## config.mk

```make
export PLATFORM = sky130hd
export DESIGN_NAME = vpt_cordic
export DESIGN_NICKNAME = d
export VERILOG_FILES = /design/src/rtl/vpt_pkg.sv /design/src/rtl/vpt_cordic.sv
export SDC_FILE = /design/constraint.sdc
export NUM_CORES = 2
export LEC_CHECK = 0
export BUFFER_PORTS_ARGS = -buffer_cell sky130_fd_sc_hd__buf_4
export CORE_MARGIN = 1.5
export CORE_UTILIZATION = 35
export DETAILED_ROUTE_END_ITERATION = 16
export PLACE_DENSITY = 0.59
export SLEW_MARGIN = 10
export SYNTH_ARGS = -nofsm -noshare
export SYNTH_HDL_FRONTEND = slang
export SYNTH_SLANG_ARGS = --single-unit
```

## constraint.sdc

```tcl
create_clock -name clk_i -period 9.35 [get_ports clk_i]
set_input_delay 0.4675 -clock clk_i [delete_from_list [all_inputs] [get_ports clk_i]]
set_output_delay 0.4675 -clock clk_i [all_outputs]
set_load 0.01 [all_outputs]
```

## src/rtl/vpt_pkg.sv

```systemverilog
// Shared types, constants and the CORDIC arctangent table for the vertex pivot transform.
`timescale 1ns / 1ps
package vpt_pkg;

  localparam int unsigned CORDIC_STEPS_DEF = 24;
  localparam int unsigned COORD_W = 32;
  localparam int unsigned ANGLE_W = 26;
  localparam int unsigned CFG_IDX_W = 3;
  localparam int unsigned MODE_W = 3;
  localparam int unsigned TRIG_W = 32;

  localparam logic signed [33:0] CORDIC_GAIN = 34'sh026DD3B6A;
  localparam logic signed [33:0] ONE_Q30 = 34'sh040000000;
  localparam logic signed [26:0] DEG_90 = 27'sd5898240;
  localparam logic signed [26:0] DEG_180 = 27'sd11796480;
  localparam logic signed [26:0] DEG_360 = 27'sd23592960;
  localparam logic [63:0] PI_Q60 = 64'h3243F6A8885A308D;
  localparam logic [34:0] DEG2RAD_Q40 = 35'((PI_Q60 / 64'd180) >> 20);

  typedef enum logic [CFG_IDX_W-1:0] {
    IDX_PARAM_X = 3'd0,
    IDX_PARAM_Y = 3'd1,
    IDX_PARAM_Z = 3'd2,
    IDX_PIVOT_X = 3'd3,
    IDX_PIVOT_Y = 3'd4,
    IDX_PIVOT_Z = 3'd5,
    IDX_ANGLE   = 3'd6
  } cfg_idx_e;

  typedef enum logic [MODE_W-1:0] {
    MODE_TRANSLATE = 3'd0,
    MODE_SCALE     = 3'd1,
    MODE_ROT_X     = 3'd2,
    MODE_ROT_Y     = 3'd3,
    MODE_ROT_Z     = 3'd4
  } mode_e;

  typedef enum logic [2:0] {
    CS_IDLE,
    CS_WRAP,
    CS_FOLD,
    CS_CONV,
    CS_LOAD,
    CS_ITER,
    CS_DONE
  } cordic_state_e;

  typedef struct packed {
    logic signed [31:0] k1;
    logic signed [64:0] d1;
    logic signed [31:0] k2;
    logic signed [64:0] d2;
    logic signed [64:0] base;
    logic               scl;
    logic               pass;
    logic        [31:0] pv;
  } lane_op_t;

  function automatic logic signed [31:0] atan_q30(input logic [4:0] idx);
    logic signed [31:0] r;
    begin
      case (idx)
        5'd0:  r = 32'sh3243F6A8;
        5'd1:  r = 32'sh1DAC6705;
        5'd2:  r = 32'sh0FADBAFC;
        5'd3:  r = 32'sh07F56EA6;
        5'd4:  r = 32'sh03FEAB76;
        5'd5:  r = 32'sh01FFD55B;
        5'd6:  r = 32'sh00FFFAAA;
        5'd7:  r = 32'sh007FFF55;
        5'd8:  r = 32'sh003FFFEA;
        5'd9:  r = 32'sh001FFFFD;
        5'd10: r = 32'sh000FFFFF;
        5'd11: r = 32'sh0007FFFF;
        5'd12: r = 32'sh0003FFFF;
        5'd13: r = 32'sh0001FFFF;
        5'd14: r = 32'sh0000FFFF;
        5'd15: r = 32'sh00007FFF;
        5'd16: r = 32'sh00003FFF;
        5'd17: r = 32'sh00001FFF;
        5'd18: r = 32'sh00000FFF;
        5'd19: r = 32'sh000007FF;
        5'd20: r = 32'sh000003FF;
        5'd21: r = 32'sh000001FF;
        5'd22: r = 32'sh000000FF;
        5'd23: r = 32'sh0000007F;
        5'd24: r = 32'sh0000003F;
        5'd25: r = 32'sh0000001F;
        5'd26: r = 32'sh0000000F;
        5'd27: r = 32'sh00000008;
        5'd28: r = 32'sh00000004;
        5'd29: r = 32'sh00000002;
        5'd30: r = 32'sh00000001;
        default: r = 32'sh00000000;
      endcase
      return r;
    end
  endfunction

endpackage

```

## src/rtl/vpt_cordic.sv

```systemverilog
// Sequential sine and cosine unit for the configured rotation angle.
`timescale 1ns / 1ps
module vpt_cordic #(
  parameter int unsigned CORDIC_STEPS = vpt_pkg::CORDIC_STEPS_DEF
) (
  input  logic                                  clk_i,
  input  logic                                  rst_ni,
  input  logic                                  start_i,
  input  logic signed [vpt_pkg::ANGLE_W-1:0]    angle_i,
  output logic                                  busy_o,
  output logic signed [vpt_pkg::TRIG_W-1:0]     cos_o,
  output logic signed [vpt_pkg::TRIG_W-1:0]     sin_o
);

  localparam int unsigned CW = (CORDIC_STEPS > 1) ? $clog2(CORDIC_STEPS) : 1;

  vpt_pkg::cordic_state_e state_q, state_d;
  logic signed [26:0] a_q, a_d;
  logic               flip_q, flip_d;
  logic               neg_q, neg_d;
  logic [57:0]        prod_q, prod_d;
  logic signed [33:0] x_q, x_d, y_q, y_d;
  logic signed [32:0] z_q, z_d;
  logic [CW-1:0]      i_q, i_d;
  logic signed [31:0] cos_q, cos_d, sin_q, sin_d;
  logic [22:0]        mag;
  logic [31:0]        rad;
  logic signed [33:0] xf, yf;
  logic signed [32:0] at;

  always_ff @(posedge clk_i or negedge rst_ni) begin
    if (!rst_ni) begin
      state_q <= vpt_pkg::CS_WRAP;
      i_q     <= '0;
      cos_q   <= '0;
      sin_q   <= '0;
    end else begin
      state_q <= state_d;
      i_q     <= i_d;
      cos_q   <= cos_d;
      sin_q   <= sin_d;
    end
  end

  always_ff @(posedge clk_i) begin
    a_q    <= a_d;
    flip_q <= flip_d;
    neg_q  <= neg_d;
    prod_q <= prod_d;
    x_q    <= x_d;
    y_q    <= y_d;
    z_q    <= z_d;
  end

  always_comb begin
    state_d = state_q;
    a_d     = a_q;
    flip_d  = flip_q;
    neg_d   = neg_q;
    prod_d  = prod_q;
    x_d     = x_q;
    y_d     = y_q;
    z_d     = z_q;
    i_d     = i_q;
    cos_d   = cos_q;
    sin_d   = sin_q;
    mag     = a_q[26] ? 23'(-a_q) : a_q[22:0];
    rad     = 32'((prod_q + 58'd33554432) >> 26);
    at      = 33'(vpt_pkg::atan_q30(5'(i_q)));
    xf      = flip_q ? -x_q : x_q;
    yf      = flip_q ? -y_q : y_q;
    unique case (state_q)
      vpt_pkg::CS_IDLE: begin
        if (start_i) state_d = vpt_pkg::CS_WRAP;
      end
      vpt_pkg::CS_WRAP: begin
        a_d = {angle_i[25], angle_i};
        if (a_d > vpt_pkg::DEG_180) a_d = a_d - vpt_pkg::DEG_360;
        else if (a_d < -vpt_pkg::DEG_180) a_d = a_d + vpt_pkg::DEG_360;
        state_d = vpt_pkg::CS_FOLD;
      end
      vpt_pkg::CS_FOLD: begin
        flip_d = 1'b0;
        if (a_q > vpt_pkg::DEG_90) begin
          a_d    = a_q - vpt_pkg::DEG_180;
          flip_d = 1'b1;
        end else if (a_q < -vpt_pkg::DEG_90) begin
          a_d    = a_q + vpt_pkg::DEG_180;
          flip_d = 1'b1;
        end
        state_d = vpt_pkg::CS_CONV;
      end
      vpt_pkg::CS_CONV: begin
        prod_d  = 58'(mag) * 58'(vpt_pkg::DEG2RAD_Q40);
        neg_d   = a_q[26];
        state_d = vpt_pkg::CS_LOAD;
      end
      vpt_pkg::CS_LOAD: begin
        z_d     = neg_q ? -$signed({1'b0, rad}) : $signed({1'b0, rad});
        x_d     = vpt_pkg::CORDIC_GAIN;
        y_d     = '0;
        i_d     = '0;
        state_d = vpt_pkg::CS_ITER;
      end
      vpt_pkg::CS_ITER: begin
        if (!z_q[32]) begin
          x_d = x_q - (y_q >>> i_q);
          y_d = y_q + (x_q >>> i_q);
          z_d = z_q - at;
        end else begin
          x_d = x_q + (y_q >>> i_q);
          y_d = y_q - (x_q >>> i_q);
          z_d = z_q + at;
        end
        i_d = i_q + 1'b1;
        if (i_q == CW'(CORDIC_STEPS - 1)) state_d = vpt_pkg::CS_DONE;
      end
      vpt_pkg::CS_DONE: begin
        if (xf > vpt_pkg::ONE_Q30) cos_d = 32'(vpt_pkg::ONE_Q30);
        else if (xf < -vpt_pkg::ONE_Q30) cos_d = 32'(-vpt_pkg::ONE_Q30);
        else cos_d = 32'(xf);
        if (yf > vpt_pkg::ONE_Q30) sin_d = 32'(vpt_pkg::ONE_Q30);
        else if (yf < -vpt_pkg::ONE_Q30) sin_d = 32'(-vpt_pkg::ONE_Q30);
        else sin_d = 32'(yf);
        state_d = vpt_pkg::CS_IDLE;
      end
      default: state_d = vpt_pkg::CS_IDLE;
    endcase
    if (start_i) state_d = vpt_pkg::CS_WRAP;
  end

  assign busy_o = (state_q != vpt_pkg::CS_IDLE);
  assign cos_o  = cos_q;
  assign sin_o  = sin_q;

endmodule

```

# --- Word-level counts from Yosys, hierarchy flattened ---
# Memory sizes are Yosys's and may differ from the RTL's.
# Index checks and enable logic that the tools add are counted.
totals:
  register_bits: 258
  romBits: 960
  input_bits: 29
  output_inout_bits: 65
  word_cells: 79
  memories: 1
memory_table:
  columns: ["memory", "words", "width", "rd", "rd_clocked_by_memory_dff", "wr", "line", "source"]
  rows:
  - ["(name not given)", 32, 30, 1, 0, 0, "vpt_pkg.sv:62", "case (idx)"]
op_classes:
  n_addsub: 16
  multipliers: 1
  magnitude_cmp: 8
  n_eq_ne: 10
  shifts: 2
  muxes: 24
  reduce_logical: 6
ops:
  columns: ["cell", "count"]
  rows:
  - ["2-to-1 mux 34 bit", 4]
  - ["one-hot mux 34 bit (2 select lines)", 2]
  - ["2-to-1 mux 32 bit", 4]
  - ["2-to-1 mux 27 bit", 4]
  - ["adder 34 bit", 2]
  - ["> comparator 34 x 32 -> 1 bit, second input constant", 2]
  - ["less-than comparator 34 x 31 -> 1 bit, second input constant", 2]
  - ["negation 34 bit", 2]
  - [">>> shifter 34 x 5 -> 34 bit", 2]
  - ["subtractor 34 bit", 2]
  - ["2-to-1 mux 33 bit", 2]
  - ["one-hot mux 33 bit (2 select lines)", 1]
  - ["adder 58 x 26 -> 58 bit, second input constant", 1]
  - ["multiplier 23 x 33 -> 56 bit, second input constant", 1]
  - ["one-hot mux 27 bit (2 select lines)", 1]
  - ["adder 33 x 32 -> 33 bit", 1]
  - ["negation 32 -> 33 bit", 1]
  - ["subtractor 33 x 32 -> 33 bit", 1]
  - ["adder 26 x 26 -> 27 bit, second input constant", 1]
  - ["adder 27 x 25 -> 27 bit, second input constant", 1]
  - ["> comparator 27 x 24 -> 1 bit, second input constant", 1]
  - ["less-than comparator 27 x 24 -> 1 bit, second input constant", 1]
  - ["subtractor 26 x 26 -> 27 bit, second input constant", 1]
  - ["subtractor 27 x 25 -> 27 bit, second input constant", 1]
  - ["other kinds (19)", 26]

# --- Logic depth before layout (Yosys ltp) ---
depth:
  word_depth: 5
  ltp_mapped: 33
  ltp_nobuf: 33

# --- Worst setup path after synthesis ---
# No wires, ideal clock.
synth_path:
  path_kind: "register -> register"
  start: "reg a_q[0]"
  end: "reg prod_q[55] (data pin)"
  setup_time_ps: 258
  t_arrival_ps: 8737
  slack_ps: 355
  stages_incl_launch_ff: 31
  path_buffers: 0
  synth_period_minus_slack_ps: 8995
  cell_sequence: "edfxtp_1 -> inv_1 -> ha_1 -> nand3b_1 -> or4_1 -> nand2b_1 -> o41a_1 -> xor2_1 -> ha_1 -> inv_1 -> fa_1 -> fa_1 -> fa_1 -> fa_1 -> inv_1 -> fa_1 -> inv_1 -> fa_1 -> inv_1 -> ha_1 -> a21oi_1 -> o21ai_0 -> a31oi_1 -> nand3_1 -> a31oi_1 -> a2111oi_0 -> o31a_1 -> a221o_1 -> a21o_1 -> a21oi_1 -> xnor2_1"
synth_between:
  elab_chain_cells: 3
synth_lines:
  columns: ["item", "line", "source"]
  rows:
  - ["start: declaration", "vpt_cordic.sv:18", "logic signed [26:0] a_q, a_d;"]
  - ["start signal: assignment", "vpt_cordic.sv:46", "a_q <= a_d;"]
  - ["negation 23 bit", "vpt_cordic.sv:67", "mag = a_q[26] ? 23'(-a_q) : a_q[22:0];"]
  - ["2-to-1 mux 23 bit *", "vpt_cordic.sv:67", null]
  - ["multiplier 23 x 33 -> 56 bit *", "vpt_cordic.sv:94", "prod_d = 58'(mag) * 58'(vpt_pkg::DEG2RAD_Q40);"]
  - ["end signal: assignment", "vpt_cordic.sv:49", "prod_q <= prod_d;"]
  - ["end: declaration", "vpt_cordic.sv:21", "logic [57:0] prod_q, prod_d;"]
# Every way passes the cells marked *; elsewhere a longest branch is shown, timed or not.
# A chain may end at the register's enable or synchronous reset.

# --- Worst setup path in the final report ---
layout_path:
  start: "reg a_q[8]"
  end: "reg prod_q[55] (data pin)"
# Same word-level chain as after synthesis.

==> results.rst <==
.. list-table::
   :header-rows: 1

   * - Metric
     - Value
   * - WL per Instance
     - 20.0 µm
   * - Clock latency on the worst-skew pair
     - 610 ps
   * - Global-route wire length before repair
     - approximately 170000 µm
   * - Pin count of the biggest net entering global routing
     - between 80 and 90
   * - DIE AREA
     - 106000 µm²
   * - Post-detail-place hpwl
     - around 87000 µm
   * - Uppermost layer routed
     - met5
   * - Routability congestion estimate from global placement
     - 0.994
   * - Most instantiated flip-flop cell in the synthesis netlist
     - sky130_fd_sc_hd__edfxtp_1
   * - I/O pin cnt
     - 94
   * - Detailed-route vias per instance
     - 5.48
   * - Area share of the leading cell type in the synthesized netlist
     - about 15%
   * - Combined area of all synthesized cells
     - 36300 µm²
   * - Final Routed Wirelength
     - 109000 µm
   * - Max Transition Viols Final
     - 0
   * - Hold Violations, Final
     - 0
   * - Transition time at the pin with the least slew margin
     - 1150 ps
   * - CTS Buf Count
     - 31
   * - Syn Area/Cell
     - around 8.9 µm²
   * - Starting density of the core
     - 35.2%
   * - Worst-case clock buffer depth
     - 3
   * - Total Nets Final
     - 4742
   * - CTS H-tree lvls
     - 1
   * - Antenna violations before repair
     - 2
   * - Distinct cell type count of the synthesized netlist
     - 91
   * - Pre-antenna DRT Iters
     - 6
   * - Synth Instances
     - 4086
   * - Clock tree sinks
     - 235
   * - Number of global-route vias before repair
     - 29431
   * - Crit Path Max Fanout
     - 7
   * - Root buffer cell
     - sky130_fd_sc_hd__clkbuf_16
   * - Post-Syn Nets
     - 4773
   * - Clock Pin Slew Worst Setup and Hold Paths
     - roughly 60 ps
   * - Number of enable-type register cells in the synthesized netlist
     - 163
   * - Met2 Routed Length
     - 53000 µm
   * - WS Path Type
     - flop to flop
   * - Synth Warn #
     - 0
   * - Critical path arrival
     - 9280 ps
   * - Sum of met3 wire segment lengths after detailed routing
     - 5860 µm
   * - Achievable frequency
     - 0.112 GHz
   * - Count of maximum capacitance violations
     - 0
   * - Core area
     - 103000 µm²
   * - Slowest Stage Delay on Critical Path
     - 570 ps
   * - Final Cycle Share
     - 95.6%
   * - Slew headroom
     - 23.0%
   * - Launching element type of the critical path
     - flop
   * - Synthesis-stage register bit count
     - 235
   * - Routed Antenna Nets
     - 0
   * - Vias after detailed routing
     - 29949
   * - Site Rows
     - 118
   * - CP Capture Type
     - flop
   * - Run status
     - completed
   * - Main area contributors after synthesis
     - sky130_fd_sc_hd__fa_1 15%, sky130_fd_sc_hd__ha_1 14%, sky130_fd_sc_hd__edfxtp_1 13%
   * - Endpoint required time on the critical path
     - a little under 10000 ps
   * - Critical path's most frequent cell
     - sky130_fd_sc_hd__fa_1
   * - Grt ovf
     - 0
   * - Setup repair after global routing missed its margin
     - false
   * - Port Buf Inserts
     - between 90 and 100
   * - Horiz. Die Dim
     - 325 µm
   * - Drt first-iter violations
     - 2273
   * - Post-synthesis to final-layout area growth
     - 8.52%
   * - Sequential cell area fraction in the yosys report
     - 18.4%
   * - Post-synthesis cell type with the largest combined area
     - sky130_fd_sc_hd__fa_1
   * - DRC Markers
     - 0
   * - TritonCTS clock tree
     - done
   * - Path class of the lowest-slack min-delay path
     - input pin to flop
   * - Final TNS setup
     - 0 ps
   * - Die span in y
     - ~330 µm
   * - Final worst clock skew
     - between 15 and 20 ps
   * - Final setup fails
     - 0
   * - Layout cell share with drive strength beyond 1
     - 9.44%
   * - Cell type of the slowest stage on the worst timing path
     - sky130_fd_sc_hd__or4_1
   * - Total routed wire length on the met1 layer
     - 45900 µm
   * - All-Layer GR Usage
     - 20.2%
   * - Clock period minus worst slack
     - 8930 ps
   * - FFs w/ async S/R, synth
     - a little under a third
## sequential cells by signal, summed over array words and instances (netlist names)
signal / count
cos_o: 32
state_q: 3
flip_q: 1
y_q: 34
sin_o: 32
z_q: 33
a_q: 27
i_q: 5
x_q: 34
neg_q: 1
prod_q: 33
## stage by stage
stage	instances	hold slack [ps]	setup WS [ps]	util [%]	cell area (µm²)
floorplan	4086	172	355	-	36300
global placement	5400	465	256	37.1	38300
detailed placement	5400	468	136	37.1	38300
CTS	5459	3.72	98.3	38.2	39400
global route	5460	16.3	15.3	38.2	39400
finish	5461	38.9	416	38.2	39400
## layout by cell type (no fill, tap or decap), drive strengths merged, types with 14 or more instances in the layout
master	synthesis	layout
inv	486	489
ha	393	393
nand2	321	321
nor2	292	292
fa	265	265
o21ai	226	226
a21oi	214	214
xnor2	181	181
xor2	172	172
edfxtp	163	163
buf	72	151
nand3	73	73
mux2i	71	71
dfrtp	71	71
mux4	67	67
nor3	66	66
a21o	65	65
a211oi	52	52
a31oi	47	47
o31ai	45	45
and2	43	43
nand2b	43	43
clkbuf	144	42
nand4	37	37
mux2	35	35
and3	33	33
o22ai	31	31
nor2b	29	29
o21a	29	29
or3	23	23
o21bai	23	23
o211ai	20	20
or4	19	19
nor3b	17	17
or2	16	16
o31a	14	14
## critical path, delay by kind of cell (launching register included)
kind	cells	cell delay (ps)
flip-flops	1	410
AO/OA/AOI/OAI	10	2180
adder cells (fa/ha/maj)	8	3680
XOR/XNOR	2	310
AND/OR/NAND/NOR	5	1680
buffers and inverters	5	430
## synth_stat cells, types with 11 or more instances
library cell	number
sky130_fd_sc_hd__nor3b_1	15
sky130_fd_sc_hd__or3_1	23
sky130_fd_sc_hd__nor2_1	292
sky130_fd_sc_hd__nand2b_1	43
sky130_fd_sc_hd__ha_1	393
sky130_fd_sc_hd__dfrtp_1	71
sky130_fd_sc_hd__o31a_1	14
sky130_fd_sc_hd__a211o_1	11
sky130_fd_sc_hd__or4_1	17
sky130_fd_sc_hd__xor2_1	172
sky130_fd_sc_hd__mux4_2	67
sky130_fd_sc_hd__o31ai_1	45
sky130_fd_sc_hd__or2_2	16
sky130_fd_sc_hd__fa_1	265
sky130_fd_sc_hd__nor2b_1	29
sky130_fd_sc_hd__buf_2	33
sky130_fd_sc_hd__o21a_1	29
sky130_fd_sc_hd__o21ai_2	20
sky130_fd_sc_hd__o22ai_1	31
sky130_fd_sc_hd__mux2_2	35
sky130_fd_sc_hd__inv_1	484
sky130_fd_sc_hd__nand2_1	321
sky130_fd_sc_hd__buf_1	29
sky130_fd_sc_hd__nor3_1	65
sky130_fd_sc_hd__a32oi_1	13
sky130_fd_sc_hd__o21bai_1	23
sky130_fd_sc_hd__nand3_1	73
sky130_fd_sc_hd__xnor2_1	181
sky130_fd_sc_hd__a21oi_1	214
sky130_fd_sc_hd__o211ai_1	20
sky130_fd_sc_hd__nand4_1	37
sky130_fd_sc_hd__a31oi_1	47
sky130_fd_sc_hd__a21o_1	64
sky130_fd_sc_hd__mux2i_1	71
sky130_fd_sc_hd__and3_1	33
sky130_fd_sc_hd__o21ai_0	200
sky130_fd_sc_hd__edfxtp_1	163
sky130_fd_sc_hd__a211oi_1	52
sky130_fd_sc_hd__and4_1	13
sky130_fd_sc_hd__and2_1	42
sky130_fd_sc_hd__clkbuf_1	144
## what timing repair did
item | CTS | global route
endpoints found under the hold margin | 42 | 0
hold buffers | 1 | 0
setup endpoints to repair | 0 | 11
buffers inserted | 0 | 1
resized for setup | 0 | 7
## layout make-up
class | count | area, µm²
inverters | 487 | 1830
flip-flops and latches | 235 | 6710
repair buffers | 152 | 1140
well taps | 1380 | 1730
diodes | 1 | 2.50
clock buffers | 42 | 921
multi-input cells | 3148 | 27000
clock inverters | 16 | 126
fillers | 10500 | 63800
## final timing paths
check                                 startpoint                     end  slack (ps)  depth (start not counted)
min                                      start_i  state_q[1]$_DFFE_PN0P_          40                          2
max in group asynchronous                 rst_ni      i_q[0]$_DFFE_PN0P_        8030                          3
min in group asynchronous                 rst_ni   sin_o[24]$_DFFE_PN0N_         390                          2
max reg2reg                     a_q[8]$_DFFE_PP_    prod_q[55]$_DFFE_PP_         420                         30
max                             a_q[8]$_DFFE_PP_    prod_q[55]$_DFFE_PP_         420                         30
min reg2reg                sin_o[30]$_DFFE_PN0N_   sin_o[30]$_DFFE_PN0N_         480                          2
## logic make-up after synthesis
| logic type | count (synthesis) | synth area share, % |
|---|---|---|
| adders and majority gates | 658 | 28.1 |
| xor gates and xnor gates | 353 | 8.51 |
| AOI/OAI and AO/OA | 905 | 16.2 |
| DFF | 235 | 18.4 |
| and+or+nand+nor | 1059 | 14.0 |
| buffers and inverters | 703 | 7.50 |
| muxes | 173 | 7.19 |
## routing by layer
| layer | GRT usage, % | vias up |
|---|---|---|
| met5 | 0 | - |
| li1 | - | 14265 |
| met3 | 2.44 | 221 |
| met4 | 7.24 | 2 |
| met2 | 34.9 | 912 |
| met1 | 25.9 | 14549 |
Power is left out: the tool's default activity adds up to more than one toggle a clock period on the data nets, which glitch-free logic cannot reach.
